## src/hw/rtl/ptd_pkg.sv

```systemverilog
// shared types, constants and register codes for the probability-to-drive block
package ptd_pkg;

    localparam int PROB_W     = 16;
    localparam int DRIVE_W    = 17;
    localparam int TURN_W     = 18;
    localparam int LEVEL_W    = 16;
    localparam int CFG_IDX_W  = 3;
    localparam int CFG_DATA_W = 16;
    localparam int S_TDATA_W  = 16;
    localparam int M_TDATA_W  = 72;

    // one bit of quotient per divider step
    localparam int DIV_STEPS = 16;
    localparam int DIV_CNT_W = $clog2(DIV_STEPS);

    // 1.0 in Q1.16
    localparam logic [16:0] ONE_Q16 = 17'h10000;

    localparam logic [15:0] RST_INITIAL_RIGHT = 16'd32833;
    localparam logic [15:0] RST_INITIAL_LEFT  = 16'd32833;
    localparam logic [15:0] RST_SOFT_RIGHT    = 16'd52429;
    localparam logic [15:0] RST_SOFT_LEFT     = 16'd52429;
    localparam logic [15:0] RST_HARD_RIGHT    = 16'd58982;
    localparam logic [15:0] RST_HARD_LEFT     = 16'd58982;
    localparam logic [15:0] RST_BAR_STEP      = 16'd6554;

    typedef enum logic [CFG_IDX_W-1:0] {
        CFG_INITIAL_RIGHT = 3'd0,
        CFG_INITIAL_LEFT  = 3'd1,
        CFG_SOFT_RIGHT    = 3'd2,
        CFG_SOFT_LEFT     = 3'd3,
        CFG_HARD_RIGHT    = 3'd4,
        CFG_HARD_LEFT     = 3'd5,
        CFG_BAR_STEP      = 3'd6,
        CFG_DISCRETE_MODE = 3'd7
    } ptd_cfg_idx_t;

    typedef enum logic [1:0] {
        ST_IDLE,
        ST_EVAL,
        ST_DIV,
        ST_WRITE
    } ptd_state_t;

    // how drive and turn are formed at the end of an item
    typedef enum logic [1:0] {
        KIND_ZERO,
        KIND_FULL,
        KIND_RIGHT,
        KIND_LEFT
    } ptd_kind_t;

    typedef struct packed {
        logic load_in;
        logic eval;
        logic div_step;
        logic write_out;
    } ptd_cmd_t;

    typedef struct packed {
        logic out_free;
    } ptd_sts_t;

endpackage

```

## src/hw/rtl/ptd_div.sv

```systemverilog
// iterative restoring divider lane: num*65536/den, truncated, clamped to +-1.0
module ptd_div (
    input  logic                             aclk,
    input  logic                             start,
    input  logic                             step,
    input  logic signed [ptd_pkg::TURN_W-1:0] num,
    input  logic signed [ptd_pkg::TURN_W-1:0] den,
    output logic signed [ptd_pkg::TURN_W-1:0] ratio
);
    import ptd_pkg::*;

    logic signed [TURN_W-1:0] num_inv;
    logic signed [TURN_W-1:0] den_inv;
    logic [16:0]              num_mag;
    logic [15:0]              den_mag;
    logic [16:0]              trial;
    logic                     fits;
    logic [16:0]              mag;

    logic [15:0] rem_reg,  rem_next;
    logic [15:0] quot_reg, quot_next;
    logic [15:0] den_reg,  den_next;
    logic        sat_reg,  sat_next;
    logic        zero_reg, zero_next;
    logic        neg_reg,  neg_next;

    always_comb begin
        num_inv = -num;
        den_inv = -den;
        num_mag = num[TURN_W-1] ? num_inv[16:0] : num[16:0];
        den_mag = den[TURN_W-1] ? den_inv[15:0] : den[15:0];

        trial = {rem_reg, 1'b0};
        fits  = trial >= {1'b0, den_reg};

        rem_next  = rem_reg;
        quot_next = quot_reg;
        den_next  = den_reg;
        sat_next  = sat_reg;
        zero_next = zero_reg;
        neg_next  = neg_reg;
        if (start) begin
            // a ratio of one or more saturates, so only a 16-bit quotient is needed
            rem_next  = num_mag[15:0];
            quot_next = '0;
            den_next  = den_mag;
            sat_next  = num_mag >= {1'b0, den_mag};
            zero_next = den_mag == '0;
            neg_next  = num[TURN_W-1] ^ den[TURN_W-1];
        end else if (step) begin
            rem_next  = fits ? 16'(trial - {1'b0, den_reg}) : trial[15:0];
            quot_next = {quot_reg[14:0], fits};
        end

        if (zero_reg) begin
            mag = '0;
        end else if (sat_reg) begin
            mag = ONE_Q16;
        end else begin
            mag = {1'b0, quot_reg};
        end
        ratio = neg_reg ? -$signed({1'b0, mag}) : $signed({1'b0, mag});
    end

    always_ff @(posedge aclk) begin
        rem_reg  <= rem_next;
        quot_reg <= quot_next;
        den_reg  <= den_next;
        sat_reg  <= sat_next;
        zero_reg <= zero_next;
        neg_reg  <= neg_next;
    end

endmodule

```

## src/hw/rtl/ptd_datapath.sv

```systemverilog
// datapath: config registers, band decode, dwell bars, two divider lanes, result register
module ptd_datapath (
    input  logic                              aclk,
    input  logic                              aresetn,
    input  ptd_pkg::ptd_cmd_t                 cmd,
    output ptd_pkg::ptd_sts_t                 sts,
    input  logic [ptd_pkg::S_TDATA_W-1:0]     s_tdata,
    input  logic                              s_tuser,
    input  logic                              cfg_valid,
    input  logic [ptd_pkg::CFG_IDX_W-1:0]     cfg_index,
    input  logic [ptd_pkg::CFG_DATA_W-1:0]    cfg_data,
    output logic                              m_tvalid,
    input  logic                              m_tready,
    output logic [ptd_pkg::M_TDATA_W-1:0]     m_tdata,
    output logic                              m_tuser
);
    import ptd_pkg::*;

    // configuration
    logic [15:0] ir_reg, il_reg, sr_reg, sl_reg, hr_reg, hl_reg, step_reg;
    logic        disc_reg;

    // item and state
    logic [PROB_W-1:0]  p_reg;
    logic               match_reg;
    logic [LEVEL_W-1:0] rbar_reg, rbar_next;
    logic [LEVEL_W-1:0] lbar_reg, lbar_next;
    ptd_kind_t          kind_reg, kind_next;
    logic               valid_reg, valid_next;
    logic               fired_reg, fired_next;
    logic               id_reg, id_next;

    // result register
    logic                 m_tvalid_reg;
    logic [M_TDATA_W-1:0] m_tdata_reg;
    logic                 m_tuser_reg;

    logic [16:0] p17, q17, sum_hl, sum_il;
    logic        active, in_band, init_band, right_of_init, left_of_init;
    logic        above_hard, below_hard, charge_r, charge_l;
    logic [16:0] r_sum, l_sum, dec;
    logic [15:0] r_chg, l_chg;
    logic signed [TURN_W-1:0] d_num, d_den, t_num, t_den;
    logic signed [TURN_W-1:0] d_ratio, t_ratio;
    logic [DRIVE_W-1:0]       drive;
    logic signed [TURN_W-1:0] turn;

    always_ff @(posedge aclk) begin
        if (!aresetn) begin
            ir_reg   <= RST_INITIAL_RIGHT;
            il_reg   <= RST_INITIAL_LEFT;
            sr_reg   <= RST_SOFT_RIGHT;
            sl_reg   <= RST_SOFT_LEFT;
            hr_reg   <= RST_HARD_RIGHT;
            hl_reg   <= RST_HARD_LEFT;
            step_reg <= RST_BAR_STEP;
            disc_reg <= 1'b0;
        end else if (cfg_valid) begin
            unique case (ptd_cfg_idx_t'(cfg_index))
                CFG_INITIAL_RIGHT: ir_reg   <= cfg_data;
                CFG_INITIAL_LEFT:  il_reg   <= cfg_data;
                CFG_SOFT_RIGHT:    sr_reg   <= cfg_data;
                CFG_SOFT_LEFT:     sl_reg   <= cfg_data;
                CFG_HARD_RIGHT:    hr_reg   <= cfg_data;
                CFG_HARD_LEFT:     hl_reg   <= cfg_data;
                CFG_BAR_STEP:      step_reg <= cfg_data;
                CFG_DISCRETE_MODE: disc_reg <= cfg_data[0];
            endcase
        end
    end

    always_comb begin
        p17    = {1'b0, p_reg};
        q17    = ONE_Q16 - p17;
        sum_hl = p17 + {1'b0, hl_reg};
        sum_il = p17 + {1'b0, il_reg};

        active        = !disc_reg && match_reg;
        in_band       = (p_reg < hr_reg) && (sum_hl > ONE_Q16);
        init_band     = (p_reg < ir_reg) && (sum_il > ONE_Q16);
        right_of_init = p_reg > ir_reg;
        left_of_init  = sum_il < ONE_Q16;
        above_hard    = p_reg > hr_reg;
        below_hard    = sum_hl < ONE_Q16;

        // numerators and denominators for the side of the initial band p lies on
        if (right_of_init) begin
            d_num = $signed({2'b00, sr_reg}) - $signed({2'b00, p_reg});
            d_den = $signed({2'b00, sr_reg}) - $signed({2'b00, ir_reg});
            t_num = $signed({2'b00, ir_reg}) - $signed({2'b00, p_reg});
            t_den = $signed({2'b00, ir_reg}) - $signed({2'b00, hr_reg});
        end else begin
            d_num = $signed({2'b00, sl_reg}) - $signed({1'b0, q17});
            d_den = $signed({2'b00, sl_reg}) - $signed({2'b00, il_reg});
            t_num = $signed({2'b00, il_reg}) - $signed({1'b0, q17});
            t_den = $signed({2'b00, il_reg}) - $signed({2'b00, hl_reg});
        end

        priority if (!in_band) begin
            kind_next = KIND_ZERO;
        end else if (init_band) begin
            kind_next = KIND_FULL;
        end else if (right_of_init) begin
            kind_next = KIND_RIGHT;
        end else if (left_of_init) begin
            kind_next = KIND_LEFT;
        end else begin
            kind_next = KIND_ZERO;
        end

        charge_r = !in_band && above_hard;
        charge_l = !in_band && !above_hard && below_hard;

        r_sum = {1'b0, rbar_reg} + {1'b0, step_reg};
        l_sum = {1'b0, lbar_reg} + {1'b0, step_reg};
        r_chg = charge_r ? (r_sum[16] ? '0 : r_sum[15:0]) : rbar_reg;
        l_chg = charge_l ? (l_sum[16] ? '0 : l_sum[15:0]) : lbar_reg;

        // decay by a quarter step, floor at zero
        dec = {3'b000, step_reg[15:2]};
        rbar_next = rbar_reg;
        lbar_next = lbar_reg;
        if (active) begin
            rbar_next = ({1'b0, r_chg} > dec) ? 16'({1'b0, r_chg} - dec) : '0;
            lbar_next = ({1'b0, l_chg} > dec) ? 16'({1'b0, l_chg} - dec) : '0;
        end

        valid_next = active && (in_band || above_hard || below_hard);
        fired_next = active && ((charge_r && r_sum[16]) || (charge_l && l_sum[16]));
        id_next    = active && charge_l && l_sum[16];

        unique case (kind_reg)
            KIND_FULL:            drive = ONE_Q16;
            KIND_RIGHT,
            KIND_LEFT:            drive = d_ratio[TURN_W-1] ? '0 : d_ratio[DRIVE_W-1:0];
            KIND_ZERO:            drive = '0;
        endcase
        unique case (kind_reg)
            KIND_RIGHT:           turn = t_ratio;
            KIND_LEFT:            turn = -t_ratio;
            KIND_FULL, KIND_ZERO: turn = '0;
        endcase
    end

    ptd_div u_div_drive (
        .aclk  (aclk),
        .start (cmd.eval),
        .step  (cmd.div_step),
        .num   (d_num),
        .den   (d_den),
        .ratio (d_ratio)
    );

    ptd_div u_div_turn (
        .aclk  (aclk),
        .start (cmd.eval),
        .step  (cmd.div_step),
        .num   (t_num),
        .den   (t_den),
        .ratio (t_ratio)
    );

    always_ff @(posedge aclk) begin
        if (!aresetn) begin
            rbar_reg <= '0;
            lbar_reg <= '0;
            kind_reg <= KIND_ZERO;
        end else if (cmd.eval) begin
            rbar_reg <= rbar_next;
            lbar_reg <= lbar_next;
            // a rejected item forms no command
            kind_reg <= active ? kind_next : KIND_ZERO;
        end
    end

    always_ff @(posedge aclk) begin
        if (cmd.load_in) begin
            p_reg     <= s_tdata[PROB_W-1:0];
            match_reg <= s_tuser;
        end
        if (cmd.eval) begin
            valid_reg <= valid_next;
            fired_reg <= fired_next;
            id_reg    <= id_next;
        end
        if (cmd.write_out) begin
            m_tdata_reg <= {3'b000, id_reg, fired_reg, lbar_reg, rbar_reg, turn, drive};
            m_tuser_reg <= valid_reg;
        end
    end

    always_ff @(posedge aclk) begin
        if (!aresetn) begin
            m_tvalid_reg <= 1'b0;
        end else if (cmd.write_out) begin
            m_tvalid_reg <= 1'b1;
        end else if (m_tready) begin
            m_tvalid_reg <= 1'b0;
        end
    end

    assign sts.out_free = !m_tvalid_reg || m_tready;
    assign m_tvalid     = m_tvalid_reg;
    assign m_tdata      = m_tdata_reg;
    assign m_tuser      = m_tuser_reg;

endmodule

```

## src/hw/rtl/ptd_ctrl.sv

```systemverilog
// controller: sequences accept, evaluate, divide and result write
module ptd_ctrl (
    input  logic              aclk,
    input  logic              aresetn,
    input  logic              s_tvalid,
    output logic              s_tready,
    input  ptd_pkg::ptd_sts_t sts,
    output ptd_pkg::ptd_cmd_t cmd
);
    import ptd_pkg::*;

    ptd_state_t           state_reg, state_next;
    logic [DIV_CNT_W-1:0] cnt_reg, cnt_next;

    always_ff @(posedge aclk) begin
        if (!aresetn) begin
            state_reg <= ST_IDLE;
            cnt_reg   <= '0;
        end else begin
            state_reg <= state_next;
            cnt_reg   <= cnt_next;
        end
    end

    always_comb begin
        state_next = state_reg;
        cnt_next   = cnt_reg;
        cmd        = '0;
        s_tready   = 1'b0;
        unique case (state_reg)
            ST_IDLE: begin
                s_tready = 1'b1;
                if (s_tvalid) begin
                    cmd.load_in = 1'b1;
                    state_next  = ST_EVAL;
                end
            end
            ST_EVAL: begin
                cmd.eval   = 1'b1;
                cnt_next   = '0;
                state_next = ST_DIV;
            end
            ST_DIV: begin
                cmd.div_step = 1'b1;
                cnt_next     = cnt_reg + 1'b1;
                if (cnt_reg == DIV_CNT_W'(DIV_STEPS - 1)) begin
                    state_next = ST_WRITE;
                end
            end
            ST_WRITE: begin
                if (sts.out_free) begin
                    cmd.write_out = 1'b1;
                    state_next    = ST_IDLE;
                end
            end
        endcase
    end

endmodule

```

## src/hw/rtl/probability_to_drive_with_dwell_bars.sv

```systemverilog
// top level: probability to drive and turn with two dwell bars
// after the input transfer an item passes the evaluate, divide and write states; the write waits for a free result slot
// one item at a time: a new input is taken only after the last result is written; 16-step radix-2 divider (two lanes)
// the result register lets the next input transfer happen while a result waits
// reset: synchronous active-low aresetn loads register defaults, clears both bars
// and the output valid; configuration writes are taken in every cycle outside reset
module probability_to_drive_with_dwell_bars (
    input  logic                              aclk,
    input  logic                              aresetn,
    // input stream
    input  logic                              s_tvalid,
    output logic                              s_tready,
    input  logic [ptd_pkg::S_TDATA_W-1:0]     s_tdata,   // [15:0] probability
    input  logic                              s_tuser,   // [0] classes_match
    // result stream
    output logic                              m_tvalid,
    input  logic                              m_tready,
    // [16:0] drive, [34:17] turn, [50:35] right_level, [66:51] left_level,
    // [67] button_fired, [68] fired button side (0 right, 1 left), [71:69] zero
    output logic [ptd_pkg::M_TDATA_W-1:0]     m_tdata,
    output logic                              m_tuser,   // [0] command_valid
    // configuration writes
    input  logic                              cfg_valid,
    output logic                              cfg_ready,
    input  logic [ptd_pkg::CFG_IDX_W-1:0]     cfg_index,
    input  logic [ptd_pkg::CFG_DATA_W-1:0]    cfg_data
);
    import ptd_pkg::*;

    ptd_cmd_t cmd;
    ptd_sts_t sts;

    // register writes never stall
    assign cfg_ready = 1'b1;

    // sequencer: idle, evaluate, sixteen divide steps, write result
    ptd_ctrl u_ctrl (
        .aclk     (aclk),
        .aresetn  (aresetn),
        .s_tvalid (s_tvalid),
        .s_tready (s_tready),
        .sts      (sts),
        .cmd      (cmd)
    );

    // band decode, bar update, divider lanes and result register
    ptd_datapath u_datapath (
        .aclk      (aclk),
        .aresetn   (aresetn),
        .cmd       (cmd),
        .sts       (sts),
        .s_tdata   (s_tdata),
        .s_tuser   (s_tuser),
        .cfg_valid (cfg_valid),
        .cfg_index (cfg_index),
        .cfg_data  (cfg_data),
        .m_tvalid  (m_tvalid),
        .m_tready  (m_tready),
        .m_tdata   (m_tdata),
        .m_tuser   (m_tuser)
    );

endmodule

```

## config.mk

```make
export PLATFORM = sky130hd
export DESIGN_NAME = probability_to_drive_with_dwell_bars
export DESIGN_NICKNAME = d
export VERILOG_FILES = /design/src/hw/rtl/ptd_pkg.sv /design/src/hw/rtl/ptd_div.sv /design/src/hw/rtl/ptd_datapath.sv /design/src/hw/rtl/ptd_ctrl.sv /design/src/hw/rtl/probability_to_drive_with_dwell_bars.sv
export SDC_FILE = /design/constraint.sdc
export NUM_CORES = 1
export LEC_CHECK = 0
export ABC_CLOCK_PERIOD_IN_PS = 6500
export BUFFER_PORTS_ARGS = -buffer_cell sky130_fd_sc_hd__buf_2
export CORE_MARGIN = 2
export CORE_UTILIZATION = 60
export DETAILED_ROUTE_END_ITERATION = 12
export PLACE_DENSITY = 0.84
export SLEW_MARGIN = 10
export SYNTH_ARGS = -nofsm -noshare
export SYNTH_HDL_FRONTEND = slang
export SYNTH_HIERARCHICAL = 1
export SYNTH_SLANG_ARGS = --single-unit
```

## constraint.sdc

```tcl
create_clock -name aclk -period 6.5 [get_ports aclk]
set_clock_uncertainty 0.15 [all_clocks]
set_input_delay 0.325 -clock aclk [delete_from_list [all_inputs] [get_ports aclk]]
set_output_delay 0.325 -clock aclk [all_outputs]
set_load 0.02 [all_outputs]
```

Yosys cells after proc, flatten, opt, wreduce, memory -nomap -nowiden
Index checks and enable logic that the tools add are counted.

word-level totals
  bits of input ports = 41
  register bits after elaboration = 346

operators by class
  $add $sub $neg = 25
  reductions and logical operators = 40
  multiplexer cells = 48
  bitwise gates (word level) = 2
  equal/unequal tests = 17
  order comparisons = 14

operators by type and width
  kind                    count
  $mux 16                 14
  $mux 17                 7
  $mux 18                 6
  $sub 16x16->17          6
  $add 16x16->17          4
  $ge 17x16->1            4
  $pmux 18 s3             1
  $pmux 17 s3             1
  $neg 17->18             2
  $sub 16x17->18          2
  $gt 17x17->1 const B    2
  $lt 17x17->1 const B    2
  $neg 17->17             2
  $gt 16x14->1            2
  $gt 16x16->1            2
  $logic_not 16->1        2
  $lt 16x16->1            2
  $neg 16->16             2
  $sub 16x14->16          2
  $sub 16x16->16          2
  $neg 18->18             1
  $reduce_and 2->1        9
  $sub 17x16->17 const A  1
  $mux 2                  8
  21 further kinds        60

Logic depth before layout (Yosys ltp)
  depth in word-level cells = 9
  mapped depth = 27

Hierarchy
The synthesis kept the hierarchy.

modules (own cells, without submodules)
  module                                area an instance (um2)  sequential area each (um2)  instances  cells each
  ptd_datapath                          20178.1                 5665.4                      1          2430
  ptd_div (u_datapath.u_div_drive)      4584.4                  1371.3                      1          534
  ptd_div (u_datapath.u_div_turn)       4565.6                  1371.3                      1          531
  ptd_ctrl                              362.8                   120.1                       1          41
  probability_to_drive_with_dwell_bars  11.3                    0.0                         1          2

Least setup slack after synthesis
OpenSTA, ideal clock, no wires.

  path kind = flip-flop to flip-flop
  from = reg u_datapath.p_reg[1]
  to = reg u_datapath.u_div_drive.sat_reg, data pin
  arrival time = 5.098 ns
  slack = 0.986 ns
  stages on the path, launching flop included = 24
  library setup time = 0.266 ns
  clock period less this slack = 5.514 ns
  cell sequence = edfxtp_1 inv_1 ha_1 nor2b_1 o21a_1 o21ai_0 a21oi_1 o21ai_0 a211oi_1 nor2_1 clkbuf_1 clkbuf_1 a21oi_1 buf_6 or3_4 or4_4 o31a_2 xor2_1 inv_1 ha_1 a211oi_1 o211ai_1 a21oi_1 o21ai_0

between the ends
  elaborated cells between the ends (all ways) = 11

RTL lines
  element                                 line                 RTL
  start, declared                         ptd_datapath.sv:24   logic [PROB_W-1:0] p_reg;
  start signal, assigned                  ptd_datapath.sv:178  p_reg <= s_tdata[PROB_W-1:0];
  $gt 16x16->1                            ptd_datapath.sv:81   right_of_init = p_reg > ir_reg;
  $mux 18                                 ptd_datapath.sv:87   if (right_of_init) begin
  net u_datapath.d_den[5]                 ptd_datapath.sv:43   logic signed [TURN_W-1:0] d_num, d_den, t_num, t_den;
  $neg 16->16                             ptd_div.sv:29        den_inv = -den;
  $mux 16                                 ptd_div.sv:31        den_mag = den[TURN_W-1] ? den_inv[15:0] : den[15:0];
  net u_datapath.u_div_drive.den_mag[14]  ptd_div.sv:15        logic [15:0] den_mag;
  $ge 17x16->1                            ptd_div.sv:47        sat_next = num_mag >= {1'b0, den_mag};
  end signal, assigned                    ptd_div.sv:69        sat_reg <= sat_next;
  end, declared                           ptd_div.sv:23        logic sat_reg, sat_next;

The timed path passes the listed nets, and every way through them passes these cells.
A chain may end at the register's enable or synchronous reset.

Final worst setup path
  from = reg u_datapath.p_reg[11]
  to = reg u_datapath.u_div_drive.sat_reg, data pin

between the ends
  elaborated cells between the ends (all ways) = 11

RTL lines
  element                  line                RTL
  $gt 16x16->1 (*)         ptd_datapath.sv:81
  $mux 18 (*)              ptd_datapath.sv:87
  net u_datapath.d_num[8]  ptd_datapath.sv:43
  $neg 17->17              ptd_div.sv:28       num_inv = -num;
  $mux 17 (*)              ptd_div.sv:30       num_mag = num[TURN_W-1] ? num_inv[16:0] : num[16:0];
  $ge 17x16->1 (*)         ptd_div.sv:47

Mark *: on every way through the listed nets, which the timed path passes. The rest lies on a longest branch.

==> flow_summary.json <==
{
  "min_period_over_period_pct": 93.3,
  "end_kind": "register",
  "grtUsageMet3_pct": 5.88,
  "grt_pass1_vias": 25100,
  "yosysTopAreaCellShare_pct": 16.2,
  "grt.met2_usage_pct": 53.5,
  "max_freq_ghz": 0.165,
  "fin_util_pct": 66.9,
  "synth_flop_cell": "dfxtp_1",
  "port_buffers": 112,
  "cellPowerDensity_nw_per_um2": 383,
  "slew_headroom_pct": 18.6,
  "synth_edf_count": 160,
  "ant_nets": 0,
  "cp.arrival_ns": 6.23,
  "met1_usage_pct": 46.9,
  "critical_path_required_ns": 6.66,
  "cts.sinks": 346,
  "syn_area_per_cell_um2": 8.40,
  "drc_errors": 0,
  "drt_iter0_drc": 2791,
  "ff2ff_path_depth": 19,
  "crit_path_start_kind": "register",
  "ir_drop_v": 0.000254,
  "synth_cells": 3538,
  "tightest_slew_ns": 1.22,
  "core_um2": 49000,
  "final_layout_size_suffix_gt1_share_pct": 8.42,
  "synth_seq_area_share_pct": 28.7,
  "cts.clk_slew.worst_paths_ns": 0.06,
  "routed_wl_mm": 88.9,
  "critical_path_class": "reg2reg",
  "p_leak_nw": 13.9,
  "postCtsSetupBuffers": 0,
  "antenna_found_initial": 1,
  "synth_top_area_cell": "edfxtp_1",
  "cap_viol_max_count": 0,
  "yosysWarnings": 6,
  "worstPathMaxFanout": 16,
  "clock_latency_ns": 0.60,
  "vias_per_cell": 6.32,
  "syn_to_final_growth_pct": 10.2,
  "status": "finished clean",
  "nets": 4029,
  "synthDistinctLibCells": 101,
  "cts_buffers": 41,
  "track_usage_pct": 34.3,
  "die-width_um": 226,
  "wl_per_cell_um": 20.4,
  "netlist_area_um2": 29700,
  "globalplace.congestion": 1.04,
  "hpwlAfterDp_mm": 67.1,
  "grt-ovfl-total": 0,
  "fin_area_um2": 32700,
  "cts_tree": "yes",
  "grt_pass1_wl_mm": 138,
  "async_flop_share_pct": 0,
  "synth-seq-cells": 346,
  "grt_max_degree": 112,
  "place_inst": 4246,
  "finalCriticalPeriod_ns": 6.07,
  "final_hold_viol_count": 0,
  "ios": 117,
  "final_cells": 4357,
  "htreeDepth": 2,
  "largest_reg_flops": 69,
  "worstHoldPathType": "in2reg",
  "dieHeight_um": 226,
  "whs_path_depth": 3,
  "start_util_pct": 60.7,
  "holdWs_ns": 0.0273,
  "place_area_um2": 31100,
  "ys_top_cells_by_area": "edfxtp_1 16%, ha_1 13%, dfxtp_1 13%",
  "slew_viol_final": 0,
  "p_total_mw": 12.5,
  "drtPass1Iterations": 6,
  "top_usage_layer": "met2",
  "cts-root-buf": "clkbuf_16",
  "vias": 27500,
  "rows": 81,
  "finalSetupViolations": 0,
  "dieArea_um2": 51300,
  "clockBufferDepth": 3
}
area by class of cell:
type / instances / area [µm²]
multi-input combinational: 2834 / 19900
fill: 4000 / 16200
sequential: 346 / 8530
timing repair buffer: 196 / 1290
clock buffer: 55 / 1140
inverter: 240 / 901
tap: 664 / 831
clock inverter: 21 / 179
antenna: 1 / 2.50
synth_stat cells, types with 30 or more instances:
cell type / n
a21oi_1: 209
nand2_1: 415
o21a_1: 41
nor2_1: 238
o31ai_1: 80
ha_1: 313
a211oi_1: 40
dfxtp_1: 186
o211ai_1: 54
nand3_1: 74
and3_1: 32
nand2b_1: 60
o21ai_0: 150
nor2b_1: 56
nor3_1: 79
and2_1: 58
xor2_1: 98
or3_1: 30
a21o_1: 74
a31oi_1: 39
nand4_1: 35
xnor2_1: 168
edfxtp_1: 160
clkbuf_1: 97
a21boi_0: 86
mux2i_1: 59
inv_1: 239
metal layers:
layer  up-vias  part of all wire (%)
met5         -                     0
met4         0                   4.4
met3       222                   9.4
met2      1350                    44
met1     12800                    42
li1      13100                     -
metrics by stage:
stage	setup WS, ns	setup TNS, ns
final	0.434	0
after floorplan	0.986	0
after CTS	0.522	0
after global routing	-0.0161	-0.0161
after global placement	0.602	0
after detailed placement	0.536	0
worst paths after layout:
path / start / to / slack, ns
setup reg to reg: u_datapath/p_reg[11] / u_datapath/u_div_drive/sat_reg / 0.43
setup / recovery: u_datapath/p_reg[11] / u_datapath/u_div_drive/sat_reg / 0.43
hold / removal: cfg_data[11] / u_datapath/hr_reg[11] / 0.03
hold reg to reg: u_datapath/id_reg / u_datapath/m_tdata[68] / 0.27
layout by cell type, fill, tap and decap left out, types with 77 or more instances in the layout:
cell,instances
nor2_1,236
dfxtp_1,186
ha_1,311
inv_1,239
a21boi_0,86
nor3_1,77
nand2_1,415
buf_2,111
xnor2_1,168
edfxtp_1,160
xor2_1,98
a21oi_1,209
o21ai_0,150
o31ai_1,79
report_power, final:
part           leakage (nW)  switching, mW  total [mW]  internal [mW]
combinational          10.3           4.32        7.08           2.76
sequential             3.04          0.307        3.16           2.85
clock                 0.647          0.994        2.28           1.29
total                  13.9           5.63        12.5           6.90
kinds of logic after synthesis:
logic type	share of synthesized area, %
XOR/XNOR	7.84
adder cells (fa/ha/maj)	14.3
AND/OR/NAND/NOR	19.5
flip-flops	28.7
multiplexers	2.03
other	0.0253
AO/OA/AOI/OAI	22.9
buffers and inverters	4.71
critical path, stage by stage, from the launching register on:
cell and delay (ns):
edfxtp_1 0.60, inv_1 0.21, ha_1 0.38, and3_1 0.20, and3_1 0.20, o21ai_0 0.22, a211oi_2 0.63, nor2_4 0.20
buf_4 0.26, nand2_1 0.07, o21ai_0 0.25, or4_1 0.65, or3_1 0.35, o31ai_1 0.38, xnor2_1 0.15, ha_1 0.35
a211oi_1 0.23, o211ai_1 0.11, a21oi_1 0.12, o21ai_0 0.08
repair_timing:
action | in CTS | in global routing
endpoints found under the setup margin | 0 | 2
hold endpoints to repair | 74 | 0
hold buffers | 33 | 0
gates resized for setup | 0 | 2
Note: power is estimated with default switching activity, not from simulation.
